### src/sv/isn_pkg.sv
// ----------------------------------------------------------------------------
// isn_pkg - shared types and constants for the image header size sniffer
// Format codes, signature bytes and the result record.
// ----------------------------------------------------------------------------
package isn_pkg;

	typedef enum logic [1:0] {
		FMT_UNKNOWN = 2'd0,
		FMT_BMP     = 2'd1,
		FMT_PNG     = 2'd2,
		FMT_JPEG    = 2'd3
	} img_fmt_t;

	localparam logic [7:0] BMP_SIG0  = 8'h42;	// 'B'
	localparam logic [7:0] BMP_SIG1  = 8'h4D;	// 'M'
	localparam logic [7:0] JPEG_SIG0 = 8'hFF;
	localparam logic [7:0] JPEG_SIG1 = 8'hD8;
	localparam logic [23:0] PNG_SIG_LO = 24'h4E5089;	// 0x89 'P' 'N', byte 0 lowest
	localparam logic [7:0] PNG_SIG3  = 8'h47;	// 'G'
	localparam logic [7:0] JPEG_MARK = 8'hFF;
	localparam logic [7:0] SOF_LO    = 8'hC0;
	localparam logic [7:0] SOF_HI    = 8'hC3;

	localparam int BMP_W_FIRST = 18;
	localparam int BMP_W_LAST  = 21;
	localparam int BMP_H_FIRST = 22;
	localparam int BMP_H_LAST  = 25;
	localparam int PNG_W_FIRST = 16;
	localparam int PNG_W_LAST  = 19;
	localparam int PNG_H_FIRST = 20;
	localparam int PNG_H_LAST  = 23;

	localparam logic [3:0] SOF_CNT_MAX = 4'd9;
	localparam logic [3:0] SOF_H_HI    = 4'd5;
	localparam logic [3:0] SOF_H_LO    = 4'd6;
	localparam logic [3:0] SOF_W_HI    = 4'd7;
	localparam logic [3:0] SOF_W_LO    = 4'd8;

	typedef struct packed {
		img_fmt_t           fmt;
		logic signed [31:0] width;
		logic signed [31:0] height;
		logic [31:0]        size;
	} img_result_t;

endpackage

### src/sv/image_header_size_sniffer.sv
// ----------------------------------------------------------------------------
// image_header_size_sniffer - BMP / PNG / JPEG header size sniffer
// Streams an image file byte by byte and reports its format and dimensions.
// ----------------------------------------------------------------------------
// Usage:
//   Slave side takes one file byte per request on s_axis_tdata, with
//   s_axis_tlast high on the final byte of the file. No result is produced
//   for the other bytes.
//   On the final byte one result request appears on the master side: format
//   on m_axis_tuser, width, height and byte count on m_axis_tdata.
//   Throughput: one byte per cycle while s_axis_tready is high; parsing is a
//   single pass of compares and byte-lane inserts on the state registers.
//   Results are registered: output register first, skid slot if it is busy.
//   A stalled receiver is absorbed by the output register plus a one-entry
//   skid slot; s_axis_tready drops only when both hold results.
//   After a final byte the parser returns to its reset state, so the next
//   file may start with the next byte taken.
//   Reset (arst_n low) clears the parser state and drops any pending results.
// ----------------------------------------------------------------------------
module image_header_size_sniffer import isn_pkg::*; #(
	parameter int COUNT_BITS = 32
) (
	input  logic        clk,
	input  logic        arst_n,
	input  logic        s_axis_tvalid,
	output logic        s_axis_tready,
	input  logic [7:0]  s_axis_tdata,	// [7:0] data_byte
	input  logic        s_axis_tlast,	// last_byte
	output logic        m_axis_tvalid,
	input  logic        m_axis_tready,
	output logic [95:0] m_axis_tdata,	// [31:0] image_width, [63:32] image_height,
						// [95:64] total_bytes
	output logic [1:0]  m_axis_tuser	// [1:0] image_format
);

	logic        take;
	logic        res_push;
	logic        buf_full;
	img_result_t res;
	img_result_t out_res;

	assign s_axis_tready = !buf_full;
	assign take          = s_axis_tvalid && !buf_full;

	isn_parse #(
		.COUNT_BITS(COUNT_BITS)
	) u_parse (
		.clk       (clk),
		.arst_n    (arst_n),
		.take      (take),
		.data_byte (s_axis_tdata),
		.last_byte (s_axis_tlast),
		.res_push  (res_push),
		.res       (res)
	);

	isn_outbuf u_outbuf (
		.clk       (clk),
		.arst_n    (arst_n),
		.push      (res_push),
		.push_data (res),
		.full      (buf_full),
		.out_valid (m_axis_tvalid),
		.out_ready (m_axis_tready),
		.out_data  (out_res)
	);

	assign m_axis_tdata = {out_res.size, out_res.height, out_res.width};
	assign m_axis_tuser = out_res.fmt;

endmodule

### src/sv/isn_parse.sv
// ----------------------------------------------------------------------------
// isn_parse - per-byte header parser
// Holds the running file state, decodes the signature and captures the size
// fields; on the final byte emits a result and returns to the reset state.
// ----------------------------------------------------------------------------
module isn_parse import isn_pkg::*; #(
	parameter int COUNT_BITS = 32
) (
	input  logic        clk,
	input  logic        arst_n,
	input  logic        take,
	input  logic [7:0]  data_byte,
	input  logic        last_byte,
	output logic        res_push,
	output img_result_t res
);

	logic [COUNT_BITS-1:0] cnt_q, cnt_nxt;
	logic [23:0] magic_q, magic_nxt;
	img_fmt_t    fmt_q, fmt_nxt;
	logic [7:0]  prev_q;
	logic        mark_q, mark_nxt;
	logic [3:0]  after_q, after_nxt;
	logic [31:0] wid_q, wid_nxt;
	logic [31:0] hgt_q, hgt_nxt;
	logic [31:0] size_sat;

	function automatic logic in_rng(logic [COUNT_BITS-1:0] v, int lo, int hi);
		in_rng = (v >= COUNT_BITS'(lo)) && (v <= COUNT_BITS'(hi));
	endfunction

	always_comb begin
		magic_nxt = magic_q;
		fmt_nxt   = fmt_q;
		mark_nxt  = mark_q;
		after_nxt = after_q;
		wid_nxt   = wid_q;
		hgt_nxt   = hgt_q;

		if (cnt_q < COUNT_BITS'(3))
			magic_nxt = magic_q | (24'(data_byte) << {cnt_q[1:0], 3'b000});

		if (cnt_q == COUNT_BITS'(1)) begin
			if (magic_q[7:0] == BMP_SIG0 && data_byte == BMP_SIG1)
				fmt_nxt = FMT_BMP;
			else if (magic_q[7:0] == JPEG_SIG0 && data_byte == JPEG_SIG1)
				fmt_nxt = FMT_JPEG;
		end else if (cnt_q == COUNT_BITS'(3)) begin
			if (magic_q == PNG_SIG_LO && data_byte == PNG_SIG3)
				fmt_nxt = FMT_PNG;
		end

		unique case (fmt_nxt)
			FMT_BMP: begin
				// little-endian: lane = idx - first, first is 2 mod 4
				if (in_rng(cnt_q, BMP_W_FIRST, BMP_W_LAST))
					wid_nxt = wid_q | (32'(data_byte) << {cnt_q[1:0] - 2'd2, 3'b000});
				else if (in_rng(cnt_q, BMP_H_FIRST, BMP_H_LAST))
					hgt_nxt = hgt_q | (32'(data_byte) << {cnt_q[1:0] - 2'd2, 3'b000});
			end
			FMT_PNG: begin
				// big-endian: lane = last - idx, last is 3 mod 4
				if (in_rng(cnt_q, PNG_W_FIRST, PNG_W_LAST))
					wid_nxt = wid_q | (32'(data_byte) << {~cnt_q[1:0], 3'b000});
				else if (in_rng(cnt_q, PNG_H_FIRST, PNG_H_LAST))
					hgt_nxt = hgt_q | (32'(data_byte) << {~cnt_q[1:0], 3'b000});
			end
			FMT_JPEG: begin
				if (mark_q) begin
					if (after_q < SOF_CNT_MAX)
						after_nxt = after_q + 4'd1;
					unique case (after_nxt)
						SOF_H_HI: hgt_nxt = hgt_q | {16'd0, data_byte, 8'd0};
						SOF_H_LO: hgt_nxt = hgt_q | {24'd0, data_byte};
						SOF_W_HI: wid_nxt = wid_q | {16'd0, data_byte, 8'd0};
						SOF_W_LO: wid_nxt = wid_q | {24'd0, data_byte};
						default: ;
					endcase
				end else if (cnt_q >= COUNT_BITS'(3) && prev_q == JPEG_MARK &&
						data_byte >= SOF_LO && data_byte <= SOF_HI) begin
					mark_nxt  = 1'b1;
					after_nxt = 4'd1;
				end
			end
			default: ;
		endcase

		cnt_nxt = (cnt_q != '1) ? cnt_q + COUNT_BITS'(1) : cnt_q;
	end

	generate
		if (COUNT_BITS > 32) begin : g_sat
			assign size_sat = (|cnt_nxt[COUNT_BITS-1:32]) ? '1 : cnt_nxt[31:0];
		end else begin : g_ext
			assign size_sat = 32'(cnt_nxt);
		end
	endgenerate

	assign res_push   = take && last_byte;
	assign res.fmt    = fmt_nxt;
	assign res.width  = wid_nxt;
	assign res.height = hgt_nxt;
	assign res.size   = size_sat;

	always_ff @(posedge clk or negedge arst_n) begin
		if (!arst_n) begin
			cnt_q   <= '0;
			magic_q <= '0;
			fmt_q   <= FMT_UNKNOWN;
			prev_q  <= '0;
			mark_q  <= 1'b0;
			after_q <= '0;
			wid_q   <= '0;
			hgt_q   <= '0;
		end else if (take) begin
			if (last_byte) begin
				cnt_q   <= '0;
				magic_q <= '0;
				fmt_q   <= FMT_UNKNOWN;
				prev_q  <= '0;
				mark_q  <= 1'b0;
				after_q <= '0;
				wid_q   <= '0;
				hgt_q   <= '0;
			end else begin
				cnt_q   <= cnt_nxt;
				magic_q <= magic_nxt;
				fmt_q   <= fmt_nxt;
				prev_q  <= data_byte;
				mark_q  <= mark_nxt;
				after_q <= after_nxt;
				wid_q   <= wid_nxt;
				hgt_q   <= hgt_nxt;
			end
		end
	end

endmodule

### src/sv/isn_outbuf.sv
// ----------------------------------------------------------------------------
// isn_outbuf - result register with skid stage
// Output register plus one spare slot so the input side keeps moving while a
// result waits on the receiver.
// ----------------------------------------------------------------------------
module isn_outbuf import isn_pkg::*; (
	input  logic        clk,
	input  logic        arst_n,
	input  logic        push,
	input  img_result_t push_data,
	output logic        full,
	output logic        out_valid,
	input  logic        out_ready,
	output img_result_t out_data
);

	logic        out_valid_q;
	img_result_t out_q;
	logic        skid_valid_q;
	img_result_t skid_q;
	logic        pop;

	assign pop       = out_valid_q && out_ready;
	assign full      = skid_valid_q;
	assign out_valid = out_valid_q;
	assign out_data  = out_q;

	always_ff @(posedge clk or negedge arst_n) begin
		if (!arst_n) begin
			out_valid_q  <= 1'b0;
			skid_valid_q <= 1'b0;
			out_q        <= '0;
			skid_q       <= '0;
		end else if (skid_valid_q) begin
			if (pop) begin
				out_q        <= skid_q;
				skid_valid_q <= 1'b0;
			end
		end else if (push) begin
			if (!out_valid_q || pop) begin
				out_q       <= push_data;
				out_valid_q <= 1'b1;
			end else begin
				skid_q       <= push_data;
				skid_valid_q <= 1'b1;
			end
		end else if (pop) begin
			out_valid_q <= 1'b0;
		end
	end

endmodule

### config.mk
export PLATFORM = sky130hd
export DESIGN_NAME = image_header_size_sniffer
export DESIGN_NICKNAME = d
export VERILOG_FILES = /design/src/sv/isn_pkg.sv /design/src/sv/image_header_size_sniffer.sv /design/src/sv/isn_parse.sv /design/src/sv/isn_outbuf.sv
export SDC_FILE = /design/constraint.sdc
export NUM_CORES = 1
export LEC_CHECK = 0
export BUFFER_PORTS_ARGS = -buffer_cell sky130_fd_sc_hd__buf_2
export CORE_MARGIN = 5
export CORE_UTILIZATION = 30
export CTS_CLUSTER_SIZE = 12
export DETAILED_ROUTE_END_ITERATION = 10
export MAX_ROUTING_LAYER = met4
export PLACE_DENSITY_LB_ADDON = 0.3
export SLEW_MARGIN = 25
export SYNTH_ARGS = -nofsm -noshare
export SYNTH_HDL_FRONTEND = slang
export SYNTH_SLANG_ARGS = --single-unit
### constraint.sdc
create_clock -name clk -period 6.1 [get_ports clk]
set_input_delay 0.61 -clock clk [delete_from_list [all_inputs] [get_ports clk]]
set_output_delay 0.61 -clock clk [all_outputs]
set_load 0.01 [all_outputs]
==> impl_metrics.py <==
metrics = {
    "power": {
        "swShare_pct": 37.1,
        "p_leak_nw": 7.90,
        "netSwitchingPower_mw": 2.74,
        "total_power_mw": 7.38,
        "pwr-share-clk_pct": 28.6,
        "power_frac_seq_pct": 41.8,
        "power.internal_mw": 4.64,
        "irDropWorstVdd_mv": 0.220,
        "power_density_nw_per_um2": 409,
        "pwr-share-comb_pct": 29.6,
    },
    "clock_tree": {
        "cts_tree": "yes",
        "cts_resized": 0,
        "h-tree-depth": 2,
        "cts-root-buf": "clkbuf_16",
        "post-cts-setup-buffers": 0,
        "clock-sinks": 333,
        "holdBufCountCts": 0,
        "numCtsBuffers": 37,
        "clock_latency_ps": 550,
        "clkSlewWorstSetupHoldPaths_ps": 60,
        "clock_path_buffers": 3,
    },
    "grt": {
        "grt_max_degree": 123,
        "grt_remaining_overflow": 0,
        "grt_antenna_before_repair": 7,
        "grtUsageTotal_pct": 17.3,
        "grt_pass1_vias": 12700,
        "grt_pass1_wl_um": 76700,
    },
    "die": {
        "initial_core_util_pct": 30.1,
        "rows": 84,
        "io_pins": 113,
        "die_h_um": 239,
        "fp.coreArea_sq_um": 52200,
        "die_area_sq_um": 57100,
        "die_w_um": 239,
    },
    "sta": {
        "fin_crit_ps": 3950,
        "finalSetupViolCount": 0,
        "slew_headroom_pct": 37.1,
        "period_share_pct": 64.7,
        "fmax_mhz": 253,
        "setup-tns-final_ps": 0,
        "drv_slew": 0,
        "worst_slew_pin_slew_ps": 935,
        "grt_setup_unrepaired": "false",
        "skew_ps": 29.5,
        "hold_violations": 0,
    },
    "final_layout": {
        "nNetsFinal": 1801,
        "fin_cells": 2496,
        "final_area_sq_um": 18000,
        "drive_gt1_share_pct": 13.1,
        "final_core_util_pct": 34.5,
        "area_growth_pct": 14.6,
    },
    "yosys": {
        "ys_seq_area_share_pct": 53.0,
        "syn-num-nets": 1755,
        "synth.avg_cell_area_sq_um": 9.05,
        "ys_types": 76,
        "yosys_warnings": 0,
        "ys_ff_latch": 333,
        "syn-cell-area_sq_um": 15700,
        "synthTopCellsByCount": "dfrtp_1 (333), nand2_1 (296), o21ai_0 (243), a21oi_1 (135), nor2_1 (122)",
        "synth_top_area_cell": "dfrtp_1",
        "async_flop_share_pct": 100,
        "netlist.area_leader.share_pct": 53.0,
        "syn-instance-count": 1737,
        "synth_ff_type": "dfrtp_1",
        "synth_edf_count": 0,
        "yosysMostFrequentCell": "dfrtp_1",
        "ys_top_cells_by_area": "dfrtp_1 (53%), o21ai_0 (7.7%), nand2_1 (7.1%)",
    },
    "setup_path": {
        "r2r_cells": 9,
        "r2r-end": "u_outbuf.out_data[66]",
        "criticalPathCategory": "reg -> reg",
        "reg2reg_slack_ps": 2150,
        "worst-path-max-fanout": 16,
        "cp.arrival_ps": 4410,
        "critPathRequiredTime_ps": 6560,
        "end_kind": "register",
        "cp-start-kind": "register",
        "r2r_start": "u_parse.cnt_q[0]",
    },
    "drt": {
        "drcViolationCount": 0,
        "routed_wl_um": 49100,
        "post_drt_wl_per_cell_um": 19.7,
        "drt_iter0_markers": 1035,
        "firstDrtPassIters": 5,
        "routed_via_density": 5.27,
        "vias": 13200,
        "ant_nets": 0,
    },
    "place": {
        "port_buffers": 112,
        "place_congestion": 0.852,
        "placed_cells": 2431,
        "placed_area_sq_um": 16900,
        "place_hpwl_um": 32100,
    },
    "min_path": {
        "hold_class": "in -> async",
    },
    "status": {
        "status": "complete, no violations",
    },
    "job": {
        "cap_violations": 0,
    },
}
-- power groups by stage --
| stage | clock network, mW | registers (mW) | logic [mW] |
|---|---|---|---|
| 4_1_cts | 2.18 | 3.09 | 2.21 |
| 2_1_floorplan | 0 | 3.10 | 1.30 |
| 3_3_place_gp | 0 | 3.11 | 2.17 |
| 3_5_place_dp | 0 | 3.12 | 2.21 |
| 6_report | 2.11 | 3.08 | 2.19 |
| 5_1_grt | 2.25 | 3.15 | 2.42 |
-- worst max-delay path by stage --
stage,start,end,slack [ps],cells after the start
CTS,u_parse.cnt_q[0],u_outbuf.out_data[66],2200,9
global placement,u_parse.cnt_q[2],u_outbuf.out_data[91],2320,8
finish,u_parse.cnt_q[0],u_outbuf.out_data[66],2150,9
floorplan,u_parse.cnt_q[1],u_outbuf.out_data[77],3030,12
global route,u_parse.cnt_q[0],u_outbuf.out_data[66],1920,9
detailed placement,u_parse.cnt_q[0],u_outbuf.out_data[66],2210,9
-- layout make-up --
type                            count  area, sq um
Tap cell                          688          861
Clock inverter                      9         96.3
Antenna cell                        5         12.5
Clock buffer                       50         1020
Sequential cell                   333         8330
Fill cell                        5327        34200
Multi-Input combinational cell   1236         6760
Inverter                           39          146
Timing Repair Buffer              136          791
-- flip-flops by register name, indices dropped and copies added (netlist names), 2 cells and up --
name / flops
u_parse.wid_q: 32
u_parse.fmt_q: 2
u_parse.prev_q: 8
u_parse.cnt_q: 32
u_parse.magic_q: 24
u_parse.hgt_q: 32
u_outbuf.skid_q: 98
u_outbuf.out_data: 98
u_parse.after_q: 4
-- cell families after synthesis --
family	after synthesis	share of synthesized area, %
DFF	333	53.0
buffers and inverters	168	4.26
AOI/OAI and AO/OA	572	21.0
muxes	34	2.25
adders and majority gates	5	0.398
xor gates and xnor gates	32	1.78
and+or+nand+nor	593	17.4
-- per-stage QoR --
step | setup slack, ps | hold WS (ps)
after floorplan | 3030 | 314
after global placement | 2320 | 454
after detailed placement | 2210 | 457
after CTS | 2200 | 123
after global routing | 1920 | 136
final | 2150 | 76.1
-- placed cells by master, fill, tap and decap left out, types with 7 or more instances in the layout --
master,n
a22o_1,11
buf_4,20
nand4_1,16
o211ai_1,9
a21oi_1,135
clkbuf_1,8
xor2_1,14
nor2_1,120
nand3_1,24
mux2i_1,23
a211oi_1,17
o22ai_1,7
nor2b_1,9
inv_1,37
nand2_1,296
clkbuf_16,37
dfrtp_1,332
o21ai_1,49
mux2_2,11
nor3_1,14
xnor2_1,18
o31ai_1,20
a31oi_1,47
nor4_1,13
or3_1,34
and3_1,19
o21ai_0,242
buf_2,111
-- worst max-delay path: stages (launching register included) --
cell and delay (ps):
dfrtp_1 710, ha_1 500, nor4bb_1 330, nand4_1 180, nor4_4 420, nand4_1 300
a211o_1 380, nor2_2 590, o21ai_0 230, a31oi_1 220
-- metal layers --
layer | GRT usage, % | wire, um | up-vias
li1 | - | - | 6206
met1 | 24.5 | 22700 | 6546
met2 | 26.5 | 22700 | 353
met3 | 2.81 | 2880 | 57
met4 | 3.74 | 822 | 0
met5 | - | 0 | -
Note: power is estimated with default switching activity, not from simulation.
